[src/hw/rtl/frf_pkg.sv]
`default_nettype none

package frf_pkg;

  localparam int MAX_SIDE   = 256;
  localparam int SIDE_W     = 9;
  localparam int PIX_W      = 2 * SIDE_W;
  localparam int IDX_W      = PIX_W + 2;
  localparam int FIFO_DEPTH = 4;
  localparam int FIFO_AW    = 2;

  localparam logic [2:0] XF_NEGATIVE  = 3'd0;
  localparam logic [2:0] XF_ROT_RIGHT = 3'd1;
  localparam logic [2:0] XF_ROT_LEFT  = 3'd2;
  localparam logic [2:0] XF_MIRROR_H  = 3'd3;
  localparam logic [2:0] XF_MIRROR_V  = 3'd4;

  localparam logic OP_LOAD  = 1'b0;
  localparam logic OP_FETCH = 1'b1;

  localparam logic [2:0] REG_IMAGE_WIDTH  = 3'd0;
  localparam logic [2:0] REG_IMAGE_HEIGHT = 3'd1;
  localparam logic [2:0] REG_COLOR_MODE   = 3'd2;
  localparam logic [2:0] REG_MAX_VALUE    = 3'd3;
  localparam logic [2:0] REG_TRANSFORM    = 3'd4;

  typedef struct packed {
    logic [SIDE_W-1:0] image_width;
    logic [SIDE_W-1:0] image_height;
    logic              color_mode;
    logic [7:0]        max_value;
    logic [2:0]        transform;
  } frf_cfg_t;

  typedef struct packed {
    logic [SIDE_W-1:0] width;
    logic [SIDE_W-1:0] height;
    logic              rgb;
    logic              negate;
    logic [7:0]        max_value;
    logic [2:0]        xform;
  } frf_geom_t;

  typedef struct packed {
    logic              fetch;
    logic [7:0]        sample;
    logic [SIDE_W-1:0] mul_a;
    logic [SIDE_W-1:0] add_b;
    logic [1:0]        sub;
    logic              last;
  } frf_entry_t;

  function automatic logic [SIDE_W-1:0] clamp_side(input logic [SIDE_W-1:0] v,
                                                   input int max_side);
    logic [SIDE_W-1:0] r;
    r = v;
    if (v == '0) begin
      r = SIDE_W'(1);
    end else if (int'(v) > max_side) begin
      r = SIDE_W'(max_side);
    end
    return r;
  endfunction

endpackage

`default_nettype wire

[src/hw/rtl/frf_fifo.sv]
`default_nettype none

module frf_fifo (
  input  logic                clk,
  input  logic                rst,
  input  logic                push,
  input  frf_pkg::frf_entry_t push_entry,
  output logic                full,
  input  logic                pop,
  output frf_pkg::frf_entry_t pop_entry,
  output logic                empty
);
  import frf_pkg::*;

  frf_entry_t         slots [FIFO_DEPTH];
  logic [FIFO_AW-1:0] wptr;
  logic [FIFO_AW-1:0] rptr;
  logic [FIFO_AW:0]   count;

  assign full      = count == (FIFO_AW + 1)'(FIFO_DEPTH);
  assign empty     = count == '0;
  assign pop_entry = slots[rptr];

  always_ff @(posedge clk) begin
    if (rst) begin
      wptr  <= '0;
      rptr  <= '0;
      count <= '0;
    end else begin
      if (push) begin
        wptr <= wptr + FIFO_AW'(1);
      end
      if (pop) begin
        rptr <= rptr + FIFO_AW'(1);
      end
      if (push && !pop) begin
        count <= count + (FIFO_AW + 1)'(1);
      end else if (pop && !push) begin
        count <= count - (FIFO_AW + 1)'(1);
      end
    end
  end

  always_ff @(posedge clk) begin
    if (push) begin
      slots[wptr] <= push_entry;
    end
  end

endmodule

`default_nettype wire

[config.mk]
export PLATFORM = sky130hd
export DESIGN_NAME = frf_fifo
export DESIGN_NICKNAME = d
export VERILOG_FILES = /design/src/hw/rtl/frf_pkg.sv /design/src/hw/rtl/frf_fifo.sv
export SDC_FILE = /design/constraint.sdc
export NUM_CORES = 1
export LEC_CHECK = 0
export BUFFER_PORTS_ARGS = -buffer_cell sky130_fd_sc_hd__buf_4
export CORE_MARGIN = 4
export CORE_UTILIZATION = 30
export DETAILED_ROUTE_END_ITERATION = 12
export PLACE_DENSITY = 0.54
export SLEW_MARGIN = 15
export SYNTH_ARGS = -nofsm -noshare
export SYNTH_HDL_FRONTEND = slang
export SYNTH_SLANG_ARGS = --single-unit
[constraint.sdc]
create_clock -name clk -period 1.8 [get_ports clk]
set_input_delay 0.36 -clock clk [delete_from_list [all_inputs] [get_ports clk]]
set_output_delay 0.36 -clock clk [all_outputs]
set_load 0.005 [all_outputs]
==> results_dict.tcl, run 1 <==
set metrics [dict create \
    nNetsFinal 327 \
    placed_cells 479 \
    cts_hold_buf 0 \
    cts.sinks 129 \
    drc_errors 0 \
    gp_congestion 0.674 \
    viasPerCell 4.29 \
    grt_overflow 0 \
    worstSkewPairLatency_ns 0.41 \
    drt-initial-drc-count 187 \
    grt_use_met2 0.171 \
    synth_seq_cells 129 \
    crit_type "reg -> out" \
    htreeDepth 4 \
    grt_pass1_wl_mm 13.6 \
    yosysTopAreaCell "edfxtp_1" \
    synth_compound_area_frac 0.00210 \
    finalHoldViolCount 0 \
    synth_area_leaders "edfxtp_1 76%, mux4_2 14%, dfxtp_1 3.8%, ha_1 1.3%, buf_6 0.71%" \
    dpl_cell_area_mm2 0.00558 \
    synthAdderAreaFrac 0.0174 \
    worst-endpoint-arrival_ns 1.66 \
    status "finished with violations" \
    drive_gt1_frac 0.460 \
    crit_fanout 17 \
    ys_types 20 \
    area_delta_synth_final_pct 31.2 \
    ir_drop_v 0.000665 \
    rsz0062_at_grt "true" \
    power_density_mw_per_mm2 1200 \
    ant_nets 0 \
    hold_ws_ns 0.149 \
    grt_max_degree 31 \
    required_ns 1.44 \
    io_pins 66 \
    antenna_found_initial 0 \
    cts_setup_buffers 0 \
    post-route-period-util 1.12 \
    syn-instance-count 200 \
    stdcell_count 511 \
    power_mw 7.46 \
    dp_hpwl_mm 5.30 \
    yosys_warnings 0 \
    slew_headroom 0.428 \
    drv_cap 0 \
    utilization 0.406 \
    vias 2190 \
    chipWidth_um 134 \
    synth_top_family_by_area "multiplexers" \
    final_cell_mix "120 x edfxtp_1, 42 x buf_4, 30 x mux4_2, 30 x buf_6, 17 x clkbuf_16" \
    antenna_cells 0 \
    wl_mm 8.57 \
    setup_slack_ns -0.224 \
    grt_use_met1 0.122 \
    synth_xor_area_frac 0.00921 \
    numCtsBuffers 17 \
    grt_pass1_vias 2495 \
    seq_area_frac_synth 0.795 \
    period_needed_ns 2.02 \
    busiest_layer "met2" \
    layout_commonest_cell "edfxtp_1" \
    start_kind "flip-flop" \
    wl_per_cell_um 16.8 \
    clk_pin_slew_worst_paths_ns 0.06 \
    cp-end-kind "output port" \
    yosysTopAreaCellShare 0.757 \
    design_area_mm2 0.00624 \
    coreArea_mm2 0.0154 \
    leakagePower_nw 2.15 \
    yosys.area_share.simple 0.0155 \
    hold_class "in -> reg" \
    use_met3 0.0401 \
    first_pass_iters 4 \
    syn_area_per_cell_um2 23.8 \
    holdPathStages 1 \
    synth_area_mm2 0.00476 \
    worst_pin_slew_ns 0.858 \
    fin_skew_ns 0.00438 \
    cts_root_buffer "clkbuf_16" \
    fmax_mhz 494 \
    maxSlewViolCount 0 \
    finalSetupViolCount 30 \
    die_area_mm2 0.0179 \
    muxShareOfSynthArea 0.146 \
    dieHeight_um 134 \
    io_buffers 65 \
    cts_buffer_depth 2 \
    cts_tree "yes" \
    syn_nets 240 \
    reg2regPathDepth 3 \
    violations "negative setup slack" \
    gr-usage-all-layers 0.105 \
    row_count 45 \
    start_util 0.309 \
]
[routing by layer]
layer | vias to the layer above | routed length, um
met5 | - | 0
met4 | 0 | 163
met3 | 13 | 449
met2 | 52 | 4360
met1 | 1125 | 3600
li1 | 1000 | -
[cell usage after synthesis]
cell	number
dfxtp_1	9
nor3b_1	1
a21oi_1	1
ha_1	5
buf_2	3
o21ai_0	1
xnor2_1	2
inv_1	4
fa_1	1
edfxtp_1	120
mux4_2	30
mux2i_1	2
clkbuf_1	1
xor2_1	3
and2_1	4
nor3_1	1
buf_6	3
or3_1	1
nand2_1	1
nor2_1	7
[path summary, 6_finish.rpt]
| check | start | end | slack [ns] |
|---|---|---|---|
| setup reg to reg | wptr[1]$_SDFFE_PP0P_ | slots[0][22]$_DFFE_PP_ | 0.17 |
| hold / removal | push_entry[20] | slots[0][20]$_DFFE_PP_ | 0.15 |
| hold reg to reg | count[2]$_SDFFE_PP0P_ | count[2]$_SDFFE_PP0P_ | 0.52 |
| setup / recovery | flip-flop | pop_entry[12] | -0.22 |
[cell type report]
type / instances / area [um^2]
Multi-Input combinational cell: 60 / 911
Clock buffer: 18 / 429
Fill cell: 1392 / 9130
Timing Repair Buffer: 75 / 713
Tap cell: 211 / 264
Sequential cell: 129 / 3790
Clock inverter: 14 / 123
Inverter: 4 / 15.0
[state kept, by name (all words and copies together), names as in the netlist, named ones only]
| register | count |
|---|---|
| slots | 120 |
| count | 3 |
| rptr | 2 |
| wptr | 2 |
[through the flow]
stage                     TNS, ns  worst slack (ns)
after floorplan                 0             0.123
after global placement          0            0.0436
after detailed placement  -0.0323           -0.0323
after CTS                   -6.95            -0.275
after global routing        -7.75            -0.294
final                       -5.57            -0.224
[power by group]
group | total [mW] | leakage (nW) | switching (mW) | internal [mW]
Combinational | 0.796 | 0.703 | 0.330 | 0.466
Sequential | 3.49 | 1.18 | 0.0472 | 3.44
Clock | 3.17 | 0.265 | 1.18 | 2.00
[critical path, cell delays in order, from the launching register on]
cell and delay [ns]:
dfxtp_4 0.37, buf_12 0.19, mux4_2 0.55, buf_6 0.14
[what timing repair did]
item / 4_1_cts / 5_1_grt
cloned: 0 / 0
gates resized for setup: 31 / 0
setup endpoints to repair: 30 / 30
endpoints found under the hold margin: 0 / 0
[cells by family (layout without fill, tap and decap cells)]
kind of cell / after synthesis / in the layout
AOI/OAI and AO/OA: 2 / 2
xor gates and xnor gates: 5 / 5
adders and majority gates: 6 / 6
buffers and inverters: 11 / 111
DFF: 129 / 129
muxes: 32 / 32
and+or+nand+nor: 15 / 15
Note: power is estimated with default switching activity, not from simulation.
==> run 2, diff against run 1 <==
--- a/config.mk
+++ b/config.mk
@@ -5,6 +5,7 @@
 export SDC_FILE = /design/constraint.sdc
 export NUM_CORES = 1
 export LEC_CHECK = 0
+export ABC_AREA = 1
 export BUFFER_PORTS_ARGS = -buffer_cell sky130_fd_sc_hd__buf_4
 export CORE_MARGIN = 4
 export CORE_UTILIZATION = 30
==> run 2 against run 1 <==
  * The flow still finishes with violations (negative setup slack)
  * Clock skew is 0.0018 ns higher
  * Die area is 3.7% higher
  * Global-route usage is 1.9 points higher
  * Critical endpoint unchanged
  * Largest power group unchanged
==> results_dict.tcl, run 2 <==
set metrics [dict create \
    status "finished with violations" \
    violations "negative setup slack" \
    cts_hold_buf 0 \
    min-delay-start "rst" \
    p_int_mw 5.84 \
    dp_hpwl_mm 6.78 \
    dpl_cell_area_mm2 0.00573 \
    chipWidth_um 136 \
    htreeDepth 4 \
    reg_top3 "slots (120), count (3)" \
    dp_slack_ns 0.124 \
    r2r-start "wptr[0]$_SDFFE_PP0P_" \
    synth_seq_cells 129 \
    utilization 0.422 \
    ant_nets 0 \
    clock_power_share 0.418 \
    wl_per_cell_um 17.2 \
    yosysMostFrequentCell "edfxtp_1" \
    worst_pin_slew_ns 0.273 \
    maxSlewViolCount 0 \
    grt_overflow 0 \
    viasPerCell 4.64 \
    setup_slack_ns -0.0977 \
    cp_slowest_stage_delay_ns 0.39 \
    leakagePower_nw 2.47 \
    yosysTopAreaCell "edfxtp_1" \
    rsz0062_at_grt "true" \
    cts_buffer_depth 2 \
    drive_gt1_frac 0.357 \
    critical_path_buf_inv_count 4 \
    final_cell_mix "120 x edfxtp_1, 76 x buf_4, 54 x nor2_1" \
    nNetsFinal 488 \
    io_pins 66 \
    finalHoldViolCount 0 \
    largest_register "slots" \
    synth_edf_count 120 \
    holdPathStages 2 \
    cp-end-kind "output port" \
    gp_congestion 0.738 \
    first_pass_iters 4 \
    clk_pin_slew_worst_paths_ns 0.05 \
    synth_area_mm2 0.00494 \
    rrSetupSlack_ns 0.46 \
    drc_errors 0 \
    p_seq_frac 0.465 \
    worstSkewPairLatency_ns 0.41 \
    numCtsBuffers 17 \
    post-route-period-util 1.05 \
    fin_skew_ns 0.00619 \
    crit_chain "buf_12 > inv_16 > clkbuf_16 > o21ai_4 > o22ai_2 > buf_4" \
    cts_tree "yes" \
    hold-path-endpoint "count[0]$_SDFFE_PP0P_" \
    period_needed_ns 1.90 \
    finalSetupViolCount 26 \
    synth_area_leaders "edfxtp_1 73%, nor2_1 5.0%, o22ai_1 3.8%, dfxtp_1 3.6%, o21ai_0 3.5%" \
    worstReg2RegEnd "slots[2][16]$_DFFE_PP_" \
    grt_max_degree 27 \
    cp_slowest_cell "dfxtp_4" \
    hold_class "in -> reg" \
    fmax_mhz 527 \
    nFillCells 1511 \
    slew_headroom 0.818 \
    antenna_found_initial 0 \
    multi_input_area_mm2 0.00110 \
    crit_fanout 5 \
    seq_area_frac_synth 0.766 \
    cts_root_buffer "clkbuf_16" \
    row_count 46 \
    dieHeight_um 136 \
    syn_area_per_cell_um2 14.2 \
    wl_mm 11.6 \
    reg2regPathDepth 5 \
    gr-usage-all-layers 0.123 \
    switching_share 0.219 \
    drv_cap 0 \
    yosysTopAreaCellShare 0.729 \
    syn_nets 389 \
    ir_drop_v 0.000920 \
    cpLargestDelayFamily "buffers and inverters" \
    antenna_cells 0 \
    die_area_mm2 0.0186 \
    power_density_mw_per_mm2 1110 \
    crit_type "reg -> out" \
    yosys-top-cells-count "120 x edfxtp_1, 66 x nor2_1, 35 x o21ai_0, 30 x o21ai_1, 30 x o22ai_1" \
    drt-initial-drc-count 141 \
    cts.sinks 129 \
    worst-endpoint-arrival_ns 1.54 \
    area_delta_synth_final_pct 36.6 \
    start_kind "flip-flop" \
    ys.flop_type "edfxtp_1" \
    ff_latch_area_mm2 0.00379 \
    vias 3132 \
    ys_async_sr_fraction 0 \
    switchingPower_mw 1.64 \
    coreArea_mm2 0.0160 \
    pwr-share-comb 0.117 \
    ys_types 19 \
    start_util 0.309 \
    syn-instance-count 349 \
    largest_reg_flops 120 \
    grt_pass1_vias 3234 \
    yosys_warnings 0 \
    grt_pass1_wl_mm 17.0 \
    layout_commonest_cell "edfxtp_1" \
    io_buffers 65 \
    design_area_mm2 0.00675 \
    required_ns 1.44 \
]
run 2: changes by cell type after synthesis, moves of 3 or more:
cell     delta
buf_6       +7
inv_1      +12
o22ai_1    +30
buf_2       +3
o21ai_1    +30
buf_4       +3
nand2_1     +8
and2_1      -4
mux4_2     -30
nor2_1     +59
o21ai_0    +34
run 2: worst max path at each step:
stage	startpoint	endpoint	slack, ns	depth (start not counted)
final	flip-flop	pop_entry[12]	-0.1	6
after CTS	flip-flop	pop_entry[1]	-0.15	4
after global placement	flip-flop	pop_entry[29]	0.17	4
after global routing	flip-flop	pop_entry[12]	-0.18	6
after floorplan	wptr[0]$_SDFFE_PP0P_	slots[2][0]$_DFFE_PP_	0.23	4
after detailed placement	flip-flop	pop_entry[1]	0.12	4
run 2: cell families (layout without fill, tap and decap cells):
logic type                 after synthesis  count (layout)  synth area share
buffers and inverters                   36             146            0.0478
AOI/OAI and AO/OA                       98              98             0.107
DFF                                    129             129             0.766
and+or+nand+nor                         79              79            0.0613
adders and majority gates                6               6            0.0167
xor gates and xnor gates                 1               1           0.00177
run 2: power groups by stage:
stage	combinational [mW]	sequential, mW	clock (mW)
floorplan	0.352	3.52	0
global placement	0.698	3.53	0
detailed placement	0.708	3.54	0
CTS	0.732	3.48	3.20
global route	0.963	3.48	3.37
finish	0.876	3.48	3.12
run 2: metrics by stage:
stage	TNS [ns]	hold slack (ns)	instances	power [mW]
after floorplan	0	0.412	349	3.87
after global placement	0	0.428	632	4.23
after detailed placement	0	0.436	632	4.24
after CTS	-2.82	0.0933	663	7.40
after global routing	-3.65	0.0968	675	7.81
final	-1.46	0.114	675	7.48
run 2: cell type report:
class                           instances  area share
Clock inverter                          9      0.0137
Clock buffer                           21      0.0653
Timing Repair inverter                  3     0.00649
Sequential cell                       129       0.562
Timing Repair Buffer                   96       0.138
Multi-Input combinational cell        184       0.162
Inverter                               17      0.0119
Tap cell                              216      0.0400
run 2: layer usage:
layer / part of all wire / track usage / up-vias
met1: 0.41 / 0.143 / 1563
met2: 0.53 / 0.209 / 69
met3: 0.046 / 0.0474 / 14
met4: 0.011 / 0.0442 / 0
met5: 0 / 0 / -
li1: - / - / 1486
run 2: what timing repair did:
item,in CTS,in global routing
gates cloned,0,7
setup buffers,1,5
setup endpoints to repair,30,30
resized for setup,14,82
pin swaps,2,16
