## config.mk

```make
export PLATFORM = sky130hd
export DESIGN_NAME = frf_front
export DESIGN_NICKNAME = d
export VERILOG_FILES = /design/src/hw/rtl/frf_pkg.sv /design/src/hw/rtl/frf_div.sv /design/src/hw/rtl/frf_front.sv
export SDC_FILE = /design/constraint.sdc
export NUM_CORES = 1
export LEC_CHECK = 0
export BUFFER_PORTS_ARGS = -buffer_cell sky130_fd_sc_hd__buf_2
export CAP_MARGIN = 20
export CORE_MARGIN = 3
export CORE_UTILIZATION = 58
export CTS_BUF_LIST = sky130_fd_sc_hd__clkbuf_16
export CTS_CLUSTER_SIZE = 12
export DETAILED_ROUTE_END_ITERATION = 8
export PLACE_DENSITY = 0.87
export SLEW_MARGIN = 20
export SYNTH_ARGS = -nofsm -noshare
export SYNTH_HDL_FRONTEND = slang
export SYNTH_SLANG_ARGS = --single-unit
```

## constraint.sdc

```tcl
create_clock -name clk -period 5.8 [get_ports clk]
set_input_delay 0.29 -clock clk [delete_from_list [all_inputs] [get_ports clk]]
set_output_delay 0.29 -clock clk [all_outputs]
set_load 0.01 [all_outputs]
```

## src/hw/rtl/frf_pkg.sv

```systemverilog
`default_nettype none

package frf_pkg;

  localparam int MAX_SIDE   = 256;
  localparam int SIDE_W     = 9;
  localparam int PIX_W      = 2 * SIDE_W;
  localparam int IDX_W      = PIX_W + 2;
  localparam int FIFO_DEPTH = 4;
  localparam int FIFO_AW    = 2;

  localparam logic [2:0] XF_NEGATIVE  = 3'd0;
  localparam logic [2:0] XF_ROT_RIGHT = 3'd1;
  localparam logic [2:0] XF_ROT_LEFT  = 3'd2;
  localparam logic [2:0] XF_MIRROR_H  = 3'd3;
  localparam logic [2:0] XF_MIRROR_V  = 3'd4;

  localparam logic OP_LOAD  = 1'b0;
  localparam logic OP_FETCH = 1'b1;

  localparam logic [2:0] REG_IMAGE_WIDTH  = 3'd0;
  localparam logic [2:0] REG_IMAGE_HEIGHT = 3'd1;
  localparam logic [2:0] REG_COLOR_MODE   = 3'd2;
  localparam logic [2:0] REG_MAX_VALUE    = 3'd3;
  localparam logic [2:0] REG_TRANSFORM    = 3'd4;

  typedef struct packed {
    logic [SIDE_W-1:0] image_width;
    logic [SIDE_W-1:0] image_height;
    logic              color_mode;
    logic [7:0]        max_value;
    logic [2:0]        transform;
  } frf_cfg_t;

  typedef struct packed {
    logic [SIDE_W-1:0] width;
    logic [SIDE_W-1:0] height;
    logic              rgb;
    logic              negate;
    logic [7:0]        max_value;
    logic [2:0]        xform;
  } frf_geom_t;

  typedef struct packed {
    logic              fetch;
    logic [7:0]        sample;
    logic [SIDE_W-1:0] mul_a;
    logic [SIDE_W-1:0] add_b;
    logic [1:0]        sub;
    logic              last;
  } frf_entry_t;

  function automatic logic [SIDE_W-1:0] clamp_side(input logic [SIDE_W-1:0] v,
                                                   input int max_side);
    logic [SIDE_W-1:0] r;
    r = v;
    if (v == '0) begin
      r = SIDE_W'(1);
    end else if (int'(v) > max_side) begin
      r = SIDE_W'(max_side);
    end
    return r;
  endfunction

endpackage

`default_nettype wire

```

## src/hw/rtl/frf_div.sv

```systemverilog
`default_nettype none

module frf_div #(
  parameter int DW = 18
) (
  input  logic                       clk,
  input  logic                       rst,
  input  logic                       start,
  input  logic [DW-1:0]              dividend,
  input  logic [frf_pkg::SIDE_W-1:0] divisor,
  output logic                       done,
  output logic [DW-1:0]              quotient,
  output logic [frf_pkg::SIDE_W-1:0] remainder
);
  import frf_pkg::*;

  localparam int CW = $clog2(DW + 1);

  logic [CW-1:0]   cnt;
  logic            busy;
  logic [SIDE_W:0] trial;
  logic [SIDE_W:0] diff;
  logic            take;

  assign trial = {remainder, quotient[DW-1]};
  assign diff  = trial - {1'b0, divisor};
  assign take  = trial >= {1'b0, divisor};

  always_ff @(posedge clk) begin
    if (rst) begin
      busy <= 1'b0;
      done <= 1'b0;
      cnt  <= '0;
    end else if (start) begin
      busy <= 1'b1;
      done <= 1'b0;
      cnt  <= '0;
    end else if (busy) begin
      cnt <= cnt + CW'(1);
      if (cnt == CW'(DW - 1)) begin
        busy <= 1'b0;
        done <= 1'b1;
      end
    end else begin
      done <= 1'b0;
    end
  end

  always_ff @(posedge clk) begin
    if (start) begin
      quotient  <= dividend;
      remainder <= '0;
    end else if (busy) begin
      remainder <= take ? diff[SIDE_W-1:0] : trial[SIDE_W-1:0];
      quotient  <= {quotient[DW-2:0], take};
    end
  end

endmodule

`default_nettype wire

```

## src/hw/rtl/frf_front.sv

```systemverilog
`default_nettype none

module frf_front #(
  parameter int STORE_DEPTH = 196608
) (
  input  logic                  clk,
  input  logic                  rst,
  input  frf_pkg::frf_cfg_t     cfg,
  input  logic                  cfg_write,
  input  logic                  s_tvalid,
  output logic                  s_tready,
  input  logic [7:0]            s_tdata,
  input  logic [0:0]            s_tuser,
  output frf_pkg::frf_geom_t    geom,
  output logic                  push,
  output frf_pkg::frf_entry_t   push_entry,
  input  logic                  fifo_full
);
  import frf_pkg::*;

  localparam int               CNT_W    = $clog2(STORE_DEPTH + 1);
  localparam int               RECIP_SH = CNT_W + 1;
  localparam logic [CNT_W-1:0] RECIP3   = CNT_W'(((64'd1 << RECIP_SH) + 64'd2) / 64'd3);

  typedef enum logic [5:0] {
    ST_RUN   = 6'b000001,
    ST_LATCH = 6'b000010,
    ST_MUL   = 6'b000100,
    ST_TOT   = 6'b001000,
    ST_DIVA  = 6'b010000,
    ST_DIVB  = 6'b100000
  } state_t;

  state_t             st;
  state_t             st_next;
  logic [CNT_W-1:0]   load_count;
  logic [CNT_W-1:0]   emit_count;
  logic [CNT_W-1:0]   emit_inc;
  logic [CNT_W-1:0]   total;
  logic [PIX_W-1:0]   wh;
  logic [IDX_W-1:0]   full_size;
  logic [1:0]         kk;
  logic [SIDE_W-1:0]  col;
  logic [SIDE_W-1:0]  row;
  logic [SIDE_W-1:0]  out_w;
  logic [SIDE_W-1:0]  wm1;
  logic [SIDE_W-1:0]  hm1;
  logic [SIDE_W-1:0]  mul_a;
  logic [SIDE_W-1:0]  add_b;
  logic               accept;
  logic               is_fetch;
  logic               can_load;
  logic               can_fetch;
  logic               pix_last;
  logic               col_last;
  logic [2*CNT_W-1:0] third_prod;
  logic [CNT_W-1:0]   third;
  logic [CNT_W-1:0]   pix_pos;
  logic               div_start;
  logic               div_done;
  logic [CNT_W-1:0]   div_dividend;
  logic [SIDE_W-1:0]  div_divisor;
  logic [CNT_W-1:0]   div_quo;
  logic [SIDE_W-1:0]  div_rem;

  frf_div #(.DW(CNT_W)) u_div (
    .clk       (clk),
    .rst       (rst),
    .start     (div_start),
    .dividend  (div_dividend),
    .divisor   (div_divisor),
    .done      (div_done),
    .quotient  (div_quo),
    .remainder (div_rem)
  );

  assign s_tready  = (st == ST_RUN) && !fifo_full;
  assign accept    = s_tvalid && s_tready;
  assign is_fetch  = s_tuser[0] == OP_FETCH;
  assign can_load  = load_count < total;
  assign can_fetch = !can_load && (emit_count < total);
  assign push      = accept && (is_fetch ? can_fetch : can_load);
  assign emit_inc  = emit_count + CNT_W'(1);

  assign out_w    = (geom.xform == XF_ROT_RIGHT || geom.xform == XF_ROT_LEFT) ?
                    geom.height : geom.width;
  assign wm1      = geom.width - SIDE_W'(1);
  assign hm1      = geom.height - SIDE_W'(1);
  assign pix_last = !geom.rgb || (kk == 2'd2);
  assign col_last = col == (out_w - SIDE_W'(1));
  assign full_size = geom.rgb ? (IDX_W'(wh) + (IDX_W'(wh) << 1)) : IDX_W'(wh);

  // Pixel number of an RGB sample count, by multiplying with the reciprocal of three.
  assign third_prod = (2*CNT_W)'(emit_count) * (2*CNT_W)'(RECIP3);
  assign third      = CNT_W'(third_prod >> RECIP_SH);

  // Operands of the source address: address = mul_a * width + add_b.
  always_comb begin
    unique case (geom.xform)
      XF_ROT_RIGHT: begin
        mul_a = hm1 - col;
        add_b = row;
      end
      XF_ROT_LEFT: begin
        mul_a = col;
        add_b = wm1 - row;
      end
      XF_MIRROR_H: begin
        mul_a = row;
        add_b = wm1 - col;
      end
      XF_MIRROR_V: begin
        mul_a = hm1 - row;
        add_b = col;
      end
      default: begin
        mul_a = row;
        add_b = col;
      end
    endcase
  end

  always_comb begin
    push_entry.fetch  = is_fetch;
    push_entry.sample = s_tdata;
    push_entry.mul_a  = mul_a;
    push_entry.add_b  = add_b;
    push_entry.sub    = kk;
    push_entry.last   = emit_inc == total;
  end

  assign div_start    = st == ST_DIVA;
  assign div_dividend = pix_pos;
  assign div_divisor  = out_w;

  always_comb begin
    unique case (st)
      ST_RUN:   st_next = ST_RUN;
      ST_LATCH: st_next = ST_MUL;
      ST_MUL:   st_next = ST_TOT;
      ST_TOT:   st_next = ST_DIVA;
      ST_DIVA:  st_next = ST_DIVB;
      ST_DIVB:  st_next = div_done ? ST_RUN : ST_DIVB;
      default:  st_next = ST_LATCH;
    endcase
    if (cfg_write) begin
      st_next = ST_LATCH;
    end
  end

  always_ff @(posedge clk) begin
    if (rst) begin
      st         <= ST_LATCH;
      load_count <= '0;
      emit_count <= '0;
      kk         <= '0;
      col        <= '0;
      row        <= '0;
    end else begin
      st <= st_next;
      if (accept && !is_fetch && can_load) begin
        load_count <= load_count + CNT_W'(1);
      end
      if (accept && is_fetch && can_fetch) begin
        emit_count <= emit_inc;
        if (pix_last) begin
          kk <= '0;
          if (col_last) begin
            col <= '0;
            row <= row + SIDE_W'(1);
          end else begin
            col <= col + SIDE_W'(1);
          end
        end else begin
          kk <= kk + 2'd1;
        end
      end
      if (st == ST_TOT) begin
        kk <= geom.rgb ? 2'(emit_count - (third + (third << 1))) : 2'd0;
      end
      if ((st == ST_DIVB) && div_done) begin
        col <= div_rem;
        row <= SIDE_W'(div_quo);
      end
    end
  end

  always_ff @(posedge clk) begin
    if (st == ST_LATCH) begin
      geom.width     <= clamp_side(cfg.image_width, MAX_SIDE);
      geom.height    <= clamp_side(cfg.image_height, MAX_SIDE);
      geom.rgb       <= cfg.color_mode;
      geom.negate    <= cfg.transform == XF_NEGATIVE;
      geom.max_value <= cfg.max_value;
      geom.xform     <= cfg.transform;
    end
    if (st == ST_MUL) begin
      wh <= PIX_W'(geom.width) * PIX_W'(geom.height);
    end
    if (st == ST_TOT) begin
      total   <= (int'(full_size) > STORE_DEPTH) ? CNT_W'(STORE_DEPTH) : CNT_W'(full_size);
      pix_pos <= geom.rgb ? third : emit_count;
    end
  end

endmodule

`default_nettype wire

```

==> flow_summary.json <==
{
  "outcome": "finished, final reports clean",
  "grt_pass1_wl_um": 89500,
  "ant_nets": 0,
  "regArea_um2": 4700,
  "max-vdd-ir-drop_mv": 0.281,
  "r2r-start": "emit_count[6]",
  "ys_ff_latch": 181,
  "die_area_um2": 37700,
  "required_ns": 5.98,
  "num-fill-cells": 2531,
  "core_um2": 34700,
  "drt_iter0_drc": 1842,
  "crit_family": "adder cells",
  "finalWirelength_um": 56400,
  "wire_per_inst_um": 19.7,
  "synth.area.top_cells": "ha_1 (18%), fa_1 (16%), edfxtp_1 (15%)",
  "hold_viol_final": 0,
  "grt_antenna_before_repair": 0,
  "timing.final.ws_setup_ns": 0.0822,
  "maxSlewViolCount": 0,
  "tightest_slew_ns": 1.03,
  "crit_slowest_cell": "fa_1",
  "placement_rows": 68,
  "cp_data_arrival_time_ns": 5.90,
  "area_delta_synth_final_pct": 12.9,
  "grt_use_total_pct": 29.1,
  "regToRegSetupSlack_ns": 0.08,
  "worst-path-stages": 21,
  "startpoint": "emit_count[6]",
  "synth_top_area_share_pct": 17.8,
  "grt.overflow.total": 0,
  "grt_max_degree": 67,
  "ys.flop_type": "edfxtp_1",
  "seq_area_frac_synth_pct": 22.6,
  "fin_hold_ws_ns": 0.00248,
  "path_max_fanout": 6,
  "setup_violations": 0,
  "antennaDiodeCount": 0,
  "crit_chain": "buf_4, inv_1, fa_1, fa_1, fa_1, fa_1, fa_1, inv_2, ha_4, buf_6, nand4_1, nor2_1, nand2_1, nor2_2, a211oi_2, buf_4, nor3_4, buf_6, nor3_4, o21ai_1, o221ai_2",
  "vias": 17300,
  "synth_nets": 2777,
  "die_y_um": 194,
  "die_w_um": 194,
  "place_inst": 2818,
  "grt_pass1_vias": 17300,
  "start_util_pct": 59.2,
  "path_class": "reg2reg",
  "multi_input_area_um2": 14800,
  "yosys_warnings": 0,
  "slew-limit-headroom_pct": 31.1,
  "synthesis.instances": 2279,
  "yosys.area.top_type": "ha_1",
  "min_path_type": "in2reg",
  "syn_area_per_cell_um2": 9.02,
  "dpl_worst_slack_ns": -0.105,
  "cts_root_buf": "clkbuf_16",
  "cts_buffers": 17,
  "slowest_delay_ns": 0.60,
  "ios": 107,
  "p_leak_nw": 11.1,
  "clk_latency_ns": 0.46,
  "maxCapViolations": 0,
  "final_layout_size_suffix_gt1_share_pct": 14.1,
  "worstHoldStart": "cfg[3]",
  "fin_crit_ns": 5.72,
  "via_per_inst": 6.06,
  "first_pass_iters": 6,
  "ys_async_sr_fraction_pct": 0,
  "clock_path_buffers": 2,
  "timing.critical_path.to": "div_dividend[16]",
  "final_nets": 2889,
  "clk_pin_slew_worst_paths_ns": 0.09,
  "timing.final.crit_share_pct": 98.6,
  "synth_area_um2": 20600,
  "place_congestion": 0.999,
  "reg2reg_to": "div_dividend[16]",
  "cp_num_buf_inv": 6,
  "clock_skew_ns": 0.0162,
  "synth_edf_count": 103,
  "cts_tree": "built",
  "end_kind": "flip-flop",
  "start_kind": "flip-flop",
  "drc_errors": 0,
  "fmax_ghz": 0.175,
  "synth_cell_types": 81,
  "stdcell_count": 2859,
  "critPathMostFrequentCell": "fa_1",
  "htree_levels": 4,
  "rr_worst_depth": 21,
  "cellPowerDensity_nw_per_um2": 186,
  "cts_sinks": 181,
  "dp_hpwl_um": 43500,
  "portBuffers": 90
}
## layout make-up
| cell class | count | area share [%] |
|---|---|---|
| multi-input cells | 1658 | 63.7 |
| clock buffers | 17 | 1.83 |
| flip-flops and latches | 181 | 20.3 |
| well taps | 455 | 2.45 |
| repair buffers | 184 | 5.19 |
| clock inverters | 15 | 0.960 |
| inverters | 349 | 5.65 |
## registers in the layout, indices dropped and copies added, names as in the netlist
| name | flops |
|---|---|
| col | 9 |
| u_div.cnt | 5 |
| wh | 18 |
| u_div.quotient | 18 |
| div_dividend | 18 |
| geom | 31 |
| st | 6 |
| row | 9 |
| u_div.busy | 1 |
| load_count | 18 |
| emit_count | 18 |
| u_div.remainder | 9 |
| total | 18 |
| u_div.done | 1 |
| kk | 2 |
## kinds of logic after synthesis
group,count (synthesis),share of synthesized area (%)
AO/OA/AOI/OAI,350,11.0
XOR/XNOR,146,6.47
adder cells (fa/ha/maj),455,33.6
buffers and inverters,440,8.32
flip-flops,181,22.6
multiplexers,44,2.19
AND/OR/NAND/NOR,663,15.8
## synthesized netlist by cell type, types with 5 or more instances
| library cell | number |
|---|---|
| mux2_2 | 8 |
| xnor2_1 | 80 |
| and3_1 | 13 |
| a211o_1 | 6 |
| nand2b_1 | 10 |
| nand2_1 | 202 |
| nand4_1 | 20 |
| nand3_1 | 51 |
| buf_2 | 5 |
| a221oi_1 | 6 |
| a22oi_1 | 17 |
| buf_4 | 10 |
| nor3_1 | 54 |
| o21ai_0 | 86 |
| nor2_1 | 149 |
| o21a_1 | 11 |
| edfxtp_1 | 103 |
| or3_1 | 18 |
| a21o_1 | 25 |
| o31ai_1 | 9 |
| a211oi_1 | 32 |
| clkbuf_1 | 70 |
| nor4_1 | 18 |
| xor2_1 | 63 |
| nor2b_1 | 20 |
| ha_1 | 292 |
| inv_1 | 349 |
| nor3b_1 | 5 |
| and2_1 | 64 |
| a21boi_0 | 7 |
| dfxtp_1 | 78 |
| o211ai_1 | 8 |
| or2_2 | 7 |
| nand3b_1 | 5 |
| mux2i_1 | 36 |
| fa_1 | 162 |
| o21bai_1 | 7 |
| a21oi_1 | 88 |
## cell usage in the layout (no fill, tap or decap), drive strengths merged, types with 65 or more instances in the layout
cell type and n:
a21oi 88, and2 65, buf 183, dfxtp 78, edfxtp 103, fa 162
ha 292, inv 358, nand2 202, nor2 150, o21ai 89, xnor2 81
## per-layer routing
layer / up-vias / part of all wire [%] / track usage (%) / wire length (µm)
met4: 0 / 3.3 / 9.89 / 1880
met3: 163 / 9.0 / 3.70 / 5050
met2: 932 / 47 / 47.7 / 26500
met5: - / 0 / 0 / 0
li1: 7928 / - / - / -
met1: 8302 / 41 / 40.1 / 22900
## where the power goes
group	switching (W)	internal [W]
Combinational	0.000865	0.000651
Clock	0.000641	0.000643
Sequential	0.0000838	0.00144
## stage by stage
stage,setup TNS [ns],power [W],util (%),area [µm²]
2_1_floorplan,0,0.00269,-,20600
3_3_place_gp,-0.00490,0.00295,62.9,21800
3_5_place_dp,-0.458,0.00303,62.9,21800
4_1_cts,0,0.00431,65.1,22600
5_1_grt,-0.310,0.00458,66.9,23200
6_report,0,0.00432,66.9,23200
## how the worst min path moves through the flow
stage          slack, ns  cells past startpoint        to
2_1_floorplan       0.37                      1     st[4]
3_3_place_gp        0.47                      1  geom[10]
3_5_place_dp        0.47                      1  geom[10]
4_1_cts           0.0007                      1   geom[3]
5_1_grt            0.007                      1   geom[5]
6_report           0.002                      1   geom[3]
## what timing repair did
item	4_1_cts	5_1_grt
gates resized for setup	14	119
buffers inserted	1	8
hold buffers	1	0
setup endpoints to repair	8	17
pin swaps	6	63
endpoints found under the hold margin	1	0
Power figures use the tool's default switching activity.
